==> src/rtl/core/pdh_pkg.sv <==
// ----------------------------------------------------------------------------
// pdh_pkg: shared definitions for the pair distance histogram
// widths, limits, action and status codes, controller/datapath signal groups
// ----------------------------------------------------------------------------
package pdh_pkg;

	// storage limits
	localparam int MAX_POINTS = 16384;
	localparam int MAX_BINS   = 128;
	localparam int COORD_BITS = 24;

	// item field widths
	localparam int ACT_W      = 3;
	localparam int IDX_W      = 14;
	localparam int COORD_IN_W = 24;
	localparam int EDGE_W     = 24;
	localparam int STATUS_W   = 2;
	localparam int HIT_W      = 7;
	localparam int COUNT_W    = 32;
	localparam int DIST_W     = 50;

	// configuration port
	localparam int CFG_IDX_W    = 1;
	localparam int CFG_DATA_W   = 15;
	localparam int CFG_BINS_W   = 8;
	localparam int CFG_POINTS_W = 15;

	localparam logic [CFG_IDX_W-1:0] CFG_BINS_IN_USE   = CFG_IDX_W'(0);
	localparam logic [CFG_IDX_W-1:0] CFG_POINTS_IN_USE = CFG_IDX_W'(1);

	// derived internal widths
	localparam int PT_AW   = $clog2(MAX_POINTS);
	localparam int BIN_AW  = $clog2(MAX_BINS);
	localparam int SCAN_W  = $clog2(MAX_BINS + 1);
	localparam int NP_W    = $clog2(MAX_POINTS + 1);
	localparam int ABS_W   = COORD_BITS;
	localparam int SQ_W    = 2 * COORD_BITS;
	localparam int DSUM_W  = 2 * COORD_BITS + 2;
	localparam int EDGE2_W = 2 * EDGE_W;
	localparam int CMP_W   = (DSUM_W > EDGE2_W) ? DSUM_W : EDGE2_W;

	typedef enum logic [ACT_W-1:0] {
		ACT_LOAD_POINT   = 3'd0,
		ACT_LOAD_EDGE    = 3'd1,
		ACT_COUNT_PAIR   = 3'd2,
		ACT_READ_COUNT   = 3'd3,
		ACT_CLEAR_COUNTS = 3'd4
	} action_t;

	typedef enum logic [STATUS_W-1:0] {
		ST_DONE   = 2'd0,
		ST_NO_BIN = 2'd1,
		ST_EQUAL  = 2'd2,
		ST_RANGE  = 2'd3
	} status_t;

	// which result the output register is loaded with
	typedef enum logic [1:0] {
		RK_PLAIN = 2'd0,
		RK_READ  = 2'd1,
		RK_HIT   = 2'd2,
		RK_MISS  = 2'd3
	} res_kind_t;

	typedef struct packed {
		logic signed [COORD_BITS-1:0] x;
		logic signed [COORD_BITS-1:0] y;
		logic signed [COORD_BITS-1:0] z;
	} point_t;

	// controller to datapath
	typedef struct packed {
		logic      capture;
		logic      exec;
		logic      rd_second;
		logic      diff_en;
		logic      sq_en;
		logic      sum_en;
		logic      scan_start;
		logic      scan;
		logic      cnt_rd_hit;
		logic      cnt_wr;
		logic      load_out;
		res_kind_t res_kind;
	} pdh_cmd_t;

	// datapath to controller
	typedef struct packed {
		logic [ACT_W-1:0] action;
		logic             early_ok;
		logic             scan_hit;
		logic             scan_miss;
	} pdh_stat_t;

endpackage

==> src/rtl/core/pdh_ctrl.sv <==
// ----------------------------------------------------------------------------
// pdh_ctrl: sequencer of the pair distance histogram
// one item at a time, steps the datapath and owns the result valid
// ----------------------------------------------------------------------------
module pdh_ctrl import pdh_pkg::*; (
	input  logic      clk,
	input  logic      arst_n,
	input  logic      in_valid,
	output logic      in_ready,
	output logic      out_valid,
	input  logic      out_ready,
	input  pdh_stat_t stat,
	output pdh_cmd_t  cmd
);

	typedef enum logic [9:0] {
		S_IDLE   = 10'b0000000001,
		S_EXEC   = 10'b0000000010,
		S_RD2    = 10'b0000000100,
		S_DIFF   = 10'b0000001000,
		S_SQ     = 10'b0000010000,
		S_SUM    = 10'b0000100000,
		S_SCAN   = 10'b0001000000,
		S_CNT_RD = 10'b0010000000,
		S_CNT_WR = 10'b0100000000,
		S_FINISH = 10'b1000000000
	} state_t;

	state_t    state_q, state_d;
	res_kind_t res_kind_q, res_kind_d;
	logic      out_valid_q;
	logic      out_free;

	assign out_free = !out_valid_q || out_ready;

	always_comb begin
		state_d      = state_q;
		res_kind_d   = res_kind_q;
		in_ready     = 1'b0;
		cmd          = '0;
		cmd.res_kind = res_kind_q;
		case (state_q)
			S_IDLE: begin
				in_ready = 1'b1;
				if (in_valid) begin
					cmd.capture = 1'b1;
					state_d     = S_EXEC;
				end
			end
			S_EXEC: begin
				cmd.exec = 1'b1;
				if (stat.action == ACT_COUNT_PAIR && stat.early_ok) begin
					state_d = S_RD2;
				end else begin
					res_kind_d = (stat.action == ACT_READ_COUNT && stat.early_ok) ?
						RK_READ : RK_PLAIN;
					state_d    = S_FINISH;
				end
			end
			S_RD2: begin
				cmd.rd_second = 1'b1;
				state_d       = S_DIFF;
			end
			S_DIFF: begin
				cmd.diff_en = 1'b1;
				state_d     = S_SQ;
			end
			S_SQ: begin
				cmd.sq_en = 1'b1;
				state_d   = S_SUM;
			end
			S_SUM: begin
				cmd.sum_en     = 1'b1;
				cmd.scan_start = 1'b1;
				state_d        = S_SCAN;
			end
			S_SCAN: begin
				cmd.scan = 1'b1;
				if (stat.scan_hit) begin
					res_kind_d = RK_HIT;
					state_d    = S_CNT_RD;
				end else if (stat.scan_miss) begin
					res_kind_d = RK_MISS;
					state_d    = S_FINISH;
				end
			end
			S_CNT_RD: begin
				cmd.cnt_rd_hit = 1'b1;
				state_d        = S_CNT_WR;
			end
			S_CNT_WR: begin
				cmd.cnt_wr = 1'b1;
				state_d    = S_FINISH;
			end
			S_FINISH: begin
				if (out_free) begin
					cmd.load_out = 1'b1;
					state_d      = S_IDLE;
				end
			end
			default: state_d = S_IDLE;
		endcase
	end

	always_ff @(posedge clk or negedge arst_n) begin
		if (!arst_n) begin
			state_q    <= S_IDLE;
			res_kind_q <= RK_PLAIN;
		end else begin
			state_q    <= state_d;
			res_kind_q <= res_kind_d;
		end
	end

	always_ff @(posedge clk or negedge arst_n) begin
		if (!arst_n)
			out_valid_q <= 1'b0;
		else if (cmd.load_out)
			out_valid_q <= 1'b1;
		else if (out_ready)
			out_valid_q <= 1'b0;
	end

	assign out_valid = out_valid_q;

endmodule

==> config.mk <==
export PLATFORM = sky130hd
export DESIGN_NAME = pdh_ctrl
export DESIGN_NICKNAME = d
export VERILOG_FILES = /design/src/rtl/core/pdh_pkg.sv /design/src/rtl/core/pdh_ctrl.sv
export SDC_FILE = /design/constraint.sdc
export NUM_CORES = 1
export LEC_CHECK = 0
export ABC_AREA = 1
export BUFFER_PORTS_ARGS = -buffer_cell sky130_fd_sc_hd__buf_4
export CORE_MARGIN = 2
export CORE_UTILIZATION = 28
export CTS_CLUSTER_DIAMETER = 120
export DETAILED_ROUTE_END_ITERATION = 12
export SETUP_SLACK_MARGIN = 0.15
export SYNTH_ARGS = -nofsm -noshare
export SYNTH_HDL_FRONTEND = slang
export SYNTH_SLANG_ARGS = --single-unit
==> constraint.sdc <==
create_clock -name clk -period 1.2 [get_ports clk]
set_input_delay 0.24 -clock clk [delete_from_list [all_inputs] [get_ports clk]]
set_output_delay 0.24 -clock clk [all_outputs]
set_load 0.01 [all_outputs]
## After elaboration in Yosys (flattened, before gate mapping)

Cells that the tools add are included.

| storage, ports and cells | value |
|---|---|
| register bits | 13 |
| input port bits | 10 |
| ROM bits | 0 |
| memories | 0 |
| bits in latches | 0 |
| logic and storage cells | 53 |
| memory bits (writable) | 0 |

| operators by class | value |
|---|---|
| divide/modulo/power cells | 0 |
| multiplexer cells | 26 |
| bitwise logic cells | 0 |
| eq/ne operators | 16 |
| multiply operators | 0 |
| add/subtract/negate cells | 0 |
| shifts and indexed selects | 0 |
| order comparisons | 0 |
| reductions and logical operators | 8 |

Operators with widths:

| operator | count |
|---|---|
| $pmux W10 S10 | 1 |
| $mux W10 | 5 |
| $mux W1 | 15 |
| $eq A10 B1 Y1 const B | 1 |
| $eq A10 B10 Y1 const B | 1 |
| $eq A10 B2 Y1 const B | 1 |
| $eq A10 B3 Y1 const B | 1 |
| $eq A10 B4 Y1 const B | 1 |
| $eq A10 B5 Y1 const B | 1 |
| $eq A10 B6 Y1 const B | 1 |
| $eq A10 B7 Y1 const B | 1 |
| $eq A10 B8 Y1 const B | 1 |
| $eq A10 B9 Y1 const B | 1 |
| $mux W2 | 4 |
| $eq A3 B2 Y1 const B | 2 |
| $ne A2 B2 Y1 const B | 3 |
| $reduce_and A3 Y1 | 2 |
| $pmux W2 S2 | 1 |
| $reduce_bool A2 Y1 | 2 |
| $ne A3 B3 Y1 const B | 1 |
| $logic_and A1 B1 Y1 | 2 |
| $logic_not A1 Y1 | 1 |
| $logic_or A1 B1 Y1 | 1 |

## Logic depth before layout (Yosys ltp)

Gate-level depths: netlist of the first run.

| logic depth | value |
|---|---|
| word-level depth | 5 |
| depth in mapped cells | 11 |
| mapped depth without buffers | 11 |

## Worst setup path before layout of the first run

OpenSTA, ideal clock, no wires.

| path | value |
|---|---|
| path type | register to output |
| from | register state_q[1] |
| to | output cmd[7] (netlist name) |
| slack | -106 ps |
| stages on the path, launching flop included | 7 |
| data required time | 960 ps |
| arrival | 1,066 ps |
| path buffers | 1 |
| path through | dfrtp_1 -> nor2_2 -> nand2_4 -> nor2_1 -> nand2_1 -> inv_1 -> buf_4 |

RTL lines:

| item | line | source |
|---|---|---|
| from (decl) | pdh_ctrl.sv:29 | `state_t state_q, state_d;` |
| from (signal assigned) | pdh_ctrl.sv:110 | `state_q <= state_d;` |
| to (decl) | pdh_ctrl.sv:13 | `output pdh_cmd_t cmd` |

==> run summary, run 1 <==
outcome = complete, but fails checks
violated checks = negative setup slack
Worst Path Arrival = 1.45 ns
# H-tree levels = 1
Leak = 0.950 nW
Setup Skew = 0.000381 ns
GRT Total Usage = 0.160
Reg area = 328 um^2
Setup crit start kind = flop
reg-to-reg critical path endpoint = state_q[9]
worst endpoint required time = 0.96 ns
RSZ-0062 raised after global routing = yes
VDD IR max = 0.974 mV
Final ANT Viol Nets = 0
Hold Path Sink = out_valid
residual DRC count = 0
Yosys warnings = 0
DR pass1 iterations = 4
via count = 981
final worst setup slack = -0.490 ns
min cycle time layout = 1.69 ns
CTS tree = built
DR WL/cell = 11.9 um
fillers = 248
routability cong. = 0.815
Yosys reg bits = 13
Chip Width = 59.2 um
# port buffers = 24
CP Class = flop to output port
hpwl dp = 1650 um
Synth Net Count = 133
Pins Over Slew Limit = 0
register area share after synthesis = 0.382
via density per instance = 4.48
final hold vios = 0
Nets = 197
Hold WC Path Type = primary input to flop
Starting DRT DRC Count = 16
Worst Hold Depth = 2
Peak Freq = 592 MHz
Rows = 20
die extent in y = 59.2 um
RR Startpoint = state_q[9]
Netlist Area Pre-Place = 855 um^2
Num CTS Buffers = 3
layout overhead on the synthesized area = 94.4%
fin crit share = 1.41
max cap viols = 0
first-pass GRT wire length = 4080 um
CP Capture Type = output port
clock latency on the worst-skew pair = 0.28 ns
root buf cell = clkbuf_4
largest net degree at the start of global routing = 14
area of the multi-input gates = 578 um^2
final global-route overflow total = 0
Cells after Synth = 123
commonest non-fill, non-tap cell in the layout = buf_4
initial antenna violation count = 0
clock tree buffer depth = 2
CP Max Fanout = 5
Total Power = 2.38 mW
die area = 3510 um^2
most frequent cells in the layout = buf_4 (31), buf_6 (29), inv_1 (19)
Hold Path Origin = out_ready
vias in the first global route = 917
layout cells sized above 1 = 0.656
TNS Setup = -7.53 ns
max_slew headroom = 0.817
setup violators final = 21
diode count = 0
r2r setup slk = -0.35 ns
IO Count = 25
initial core utilization = 0.287
path depth of the worst reg2reg path = 10
PD cells = 1430 nW/um^2
WL final = 2600 um
Core Area = 2980 um^2
syn avg cell area = 6.95 um^2
Worst Max-Slew Pin Slew = 0.274 ns
clock-pin transition on the worst setup and hold timing paths = 0.08 ns
CTS sink count = 13
library cells used by synthesis = 20
==> repair_timing <==
action | in CTS | in global routing
resized for setup | 36 | 34
endpoints found under the setup margin | 27 | 28
setup buffers | 14 | 9
hold endpoints to repair | 12 | 0
hold buffers | 1 | 0
cloned | 0 | 0
pin swaps | 18 | 18
==> final cells by class <==
class                      count  share of cell area
clock buffer                   4              0.0158
inverter                      31              0.0715
multi-input combinational     77               0.348
sequential                    13               0.197
tap                           33              0.0248
timing repair buffer          61               0.343
==> sequential cells by signal (all words and copies together) (netlist names) <==
signal,cells
state_q,10
out_valid,1
res_kind_q,2
==> worst max-delay path, stage by stage, from the launching register on <==
cell     delay (ns)
dfrtp_1        0.41
nor2_4         0.19
nand2_2        0.09
nor2_4         0.17
nand3_2        0.12
inv_2          0.08
buf_6          0.10
==> power by group <==
part | total (mW) | switching, mW | internal (mW)
Clock | 0.289 | 0.160 | 0.129
Sequential | 0.567 | 0.0478 | 0.519
Combinational | 1.53 | 0.749 | 0.777
==> routing by layer <==
| metal | GRT usage | routed length [um] | up-vias |
|---|---|---|---|
| met2 | 0.284 | 1390 | 27 |
| li1 | - | - | 490 |
| met5 | 0 | 0 | - |
| met3 | 0.0218 | 108 | 7 |
| met4 | 0.0779 | 68 | 0 |
| met1 | 0.186 | 1030 | 457 |
==> metrics by stage <==
step	setup slack, ns	util	std cells	hold WS (ns)	area, um^2
floorplan	-0.0511	-	123	-0.0556	912
CTS	-0.488	0.498	210	0.111	1480
global route	-0.560	0.558	219	0.109	1660
global placement	-0.196	0.408	191	0.0951	1220
finish	-0.490	0.558	219	0.113	1660
detailed placement	-0.246	0.408	191	0.102	1220
==> cell families after synthesis <==
family,after synthesis,share of synthesized area
AOI/OAI and AO/OA,4,0.0234
buffers and inverters,33,0.154
DFF,13,0.382
and+or+nand+nor,73,0.441
==> synthesized netlist by cell type <==
cell | n | share of area
dfstp_2 | 1 | 0.031
nand2_4 | 1 | 0.013
nor2_2 | 4 | 0.029
nor2_4 | 5 | 0.066
nand3_2 | 2 | 0.023
o21ai_0 | 3 | 0.018
nand3b_2 | 1 | 0.013
nor3_1 | 1 | 0.0059
and3_1 | 1 | 0.0073
nand4_1 | 3 | 0.022
inv_1 | 29 | 0.13
nand3_1 | 7 | 0.041
o21ai_1 | 1 | 0.0059
nor2_1 | 17 | 0.075
nand2_1 | 28 | 0.12
dfrtp_1 | 12 | 0.35
clkinv_1 | 1 | 0.0044
nand2_2 | 3 | 0.022
inv_2 | 1 | 0.0044
buf_4 | 2 | 0.018
==> how the worst max path moves through the flow <==
stage               start       to  slack [ns]  depth (start not counted)
2_1_floorplan  state_q[1]   cmd[7]       -0.05                          6
3_3_place_gp   state_q[4]   cmd[2]       -0.20                          6
3_5_place_dp   state_q[4]  cmd[12]       -0.25                          6
4_1_cts        state_q[5]  cmd[12]       -0.49                          6
5_1_grt        state_q[9]  cmd[11]       -0.56                          6
6_report       state_q[9]  cmd[11]       -0.49                          6
Note: power is estimated with default switching activity, not from simulation.
==> run 2: changes to the inputs <==
- RECOVER_POWER: default -> 25
==> run 2 against run 1 <==
Compared with the run above:
- the run still ends with negative setup slack left
- wire length unchanged
- critical endpoint unchanged
- first-iteration DRC count is the same
- worst hold slack unchanged
- clock power barely moved
- global-route usage unchanged
- register-to-register slack hardly changed
- clock skew did not move
- critical path depth did not move
==> run summary, run 2 (synthesis results as in run 1) <==
outcome = complete, but fails checks (unchanged)
violated checks = negative setup slack (unchanged)
max_slew headroom = 0.761 (was 0.817)
layout cells sized above 1 = 0.656 (unchanged)
# port buffers = 24 (unchanged)
clock latency on the worst-skew pair = 0.28 ns (about the same)
VDD IR max = 0.974 mV (about the same)
Pins Over Slew Limit = 0 (unchanged)
PD cells = 1430 nW/um^2 (about the same)
IO Count = 25 (unchanged)
Total Power = 2.38 mW (about the same)
Comb pwr share = 0.640 (was 0.641)
layout overhead on the synthesized area = 94.1% (was 94.4%)
Psw = 0.957 mW (about the same)
switching part of the total = 0.402 (about the same)
initial antenna violation count = 0 (unchanged)
Seq pwr share = 0.238 (about the same)
Peak Freq = 592 MHz (unchanged)
clock-pin transition on the worst setup and hold timing paths = 0.08 ns (about the same)
Final Cell Area = 1660 um^2 (about the same)
most frequent cells in the layout = buf_4 (30), buf_6 (29), inv_1 (19) (was buf_4 (31), buf_6 (29), inv_1 (19))
Clk pwr share = 0.122 (was 0.121)
RSZ-0062 raised after global routing = yes (unchanged)
internal power = 1.42 mW (about the same)
final global-route overflow total = 0 (unchanged)
WL final = 2600 um (unchanged)
GRT Total Usage = 0.160 (unchanged)
Worst Hold Depth = 2 (unchanged)
crit-path max cell delay = 0.41 ns (about the same)
Worst Max-Slew Pin Slew = 0.359 ns (was 0.274 ns)
CP max-delay cell = dfrtp_1 (unchanged)
via count = 981 (unchanged)
residual DRC count = 0 (unchanged)
r2r setup slk = -0.35 ns (about the same)
Starting DRT DRC Count = 16 (unchanged)
commonest non-fill, non-tap cell in the layout = buf_4 (unchanged)
Hold WC Path Type = primary input to flop (unchanged)
Nets = 197 (unchanged)
CTS tree = built (unchanged)
DR WL/cell = 11.9 um (unchanged)
via density per instance = 4.48 (unchanged)
path depth of the worst reg2reg path = 10 (unchanged)
die extent in y = 59.2 um (unchanged)
RR Startpoint = state_q[9] (unchanged)
Leak = 0.949 nW (was 0.950 nW)
die area = 3510 um^2 (unchanged)
hpwl dp = 1650 um (unchanged)
Most common cell on crit path = nor2_4 (unchanged)
CP Capture Type = output port (unchanged)
initial core utilization = 0.287 (unchanged)
final hold vios = 0 (unchanged)
CP Max Fanout = 5 (unchanged)
routability cong. = 0.815 (unchanged)
max cap viols = 0 (unchanged)
critical path endpoint = cmd[11] (unchanged)
final worst setup slack = -0.490 ns (unchanged)
most flop-heavy register = state_q (unchanged)
Setup Skew = 0.000381 ns (unchanged)
setup violators final = 21 (unchanged)
Largest register FFs = 10 (unchanged)
cells along the critical path = nor2_4 > nand2_2 > nor2_4 > nand3_2 > inv_2 > buf_6 (unchanged)
Place WS = -0.246 ns (unchanged)
DR pass1 iterations = 4 (unchanged)
TNS Setup = -7.53 ns (about the same)
Core Area = 2980 um^2 (unchanged)
Cell Area, Placed = 1220 um^2 (unchanged)
utilization after layout = 0.557 (was 0.558)
clock tree buffer depth = 2 (unchanged)
min cycle time layout = 1.69 ns (unchanged)
root buf cell = clkbuf_4 (unchanged)
Worst Path Arrival = 1.45 ns (about the same)
# H-tree levels = 1 (unchanged)
Rows = 20 (unchanged)
reg-to-reg critical path endpoint = state_q[9] (unchanged)
fin crit share = 1.41 (unchanged)
largest net degree at the start of global routing = 14 (unchanged)
diode count = 0 (unchanged)
worst endpoint required time = 0.96 ns (about the same)
vias in the first global route = 917 (unchanged)
first-pass GRT wire length = 4080 um (unchanged)
Final ANT Viol Nets = 0 (unchanged)
CP Class = flop to output port (unchanged)
worst setup path startpoint = state_q[9] (unchanged)
Num CTS Buffers = 3 (unchanged)
Setup crit start kind = flop (unchanged)
Chip Width = 59.2 um (unchanged)
CTS sink count = 13 (unchanged)
run 2: per-layer routing:
| metal | up-vias | track usage | routed length (um) |
|---|---|---|---|
| li1 | 490 | - | - |
| met1 | 457 | 0.186 | 1030 |
| met2 | 27 | 0.284 | 1390 |
| met3 | 7 | 0.0218 | 108 |
| met4 | 0 | 0.0779 | 68 |
| met5 | - | 0 | 0 |
run 2: stage by stage:
stage	instances	hold WS, ns
5_1_grt	219	0.109
6_report	219	0.113
4_1_cts	210	0.111
2_1_floorplan	123	-0.0556
3_5_place_dp	191	0.102
3_3_place_gp	191	0.0951
run 2: final cells by class:
type                    count  area (um^2)
flip-flops and latches     13          328
well taps                  33         41.3
multi-input cells          77          578
clock buffers               4         26.3
fillers                   249         1320
inverters                  31          119
repair buffers             61          567
run 2: worst min-delay path by stage:
stage / from / end / slack [ns]
floorplan: arst_n / out_valid / -0.06
CTS: out_ready / out_valid / 0.11
global route: out_ready / out_valid / 0.11
global placement: arst_n / state_q[2] / 0.1
detailed placement: arst_n / state_q[5] / 0.10
finish: out_ready / out_valid / 0.11
run 2: worst max-delay path, delay by kind of cell, from the launching register on:
| kind | cells | cell delay (ns) |
|---|---|---|
| simple gates | 4 | 0.57 |
| buf+inv | 2 | 0.18 |
| flops | 1 | 0.41 |
run 2: repair_timing:
item / 4_1_cts / 5_1_grt
hold buffers: 1 / 0
hold endpoints to repair: 12 / 0
endpoints found under the setup margin: 27 / 28
cloned: 0 / 0
pin swaps: 18 / 18
gates resized for setup: 36 / 34
setup buffers: 14 / 9
run 2: power groups by stage:
stage | registers (mW) | clock network, mW | logic [mW]
final | 0.567 | 0.289 | 1.52
after global routing | 0.573 | 0.312 | 1.64
after CTS | 0.569 | 0.298 | 1.24
after detailed placement | 0.573 | 0 | 0.963
after global placement | 0.571 | 0 | 0.944
after floorplan | 0.585 | 0 | 0.605
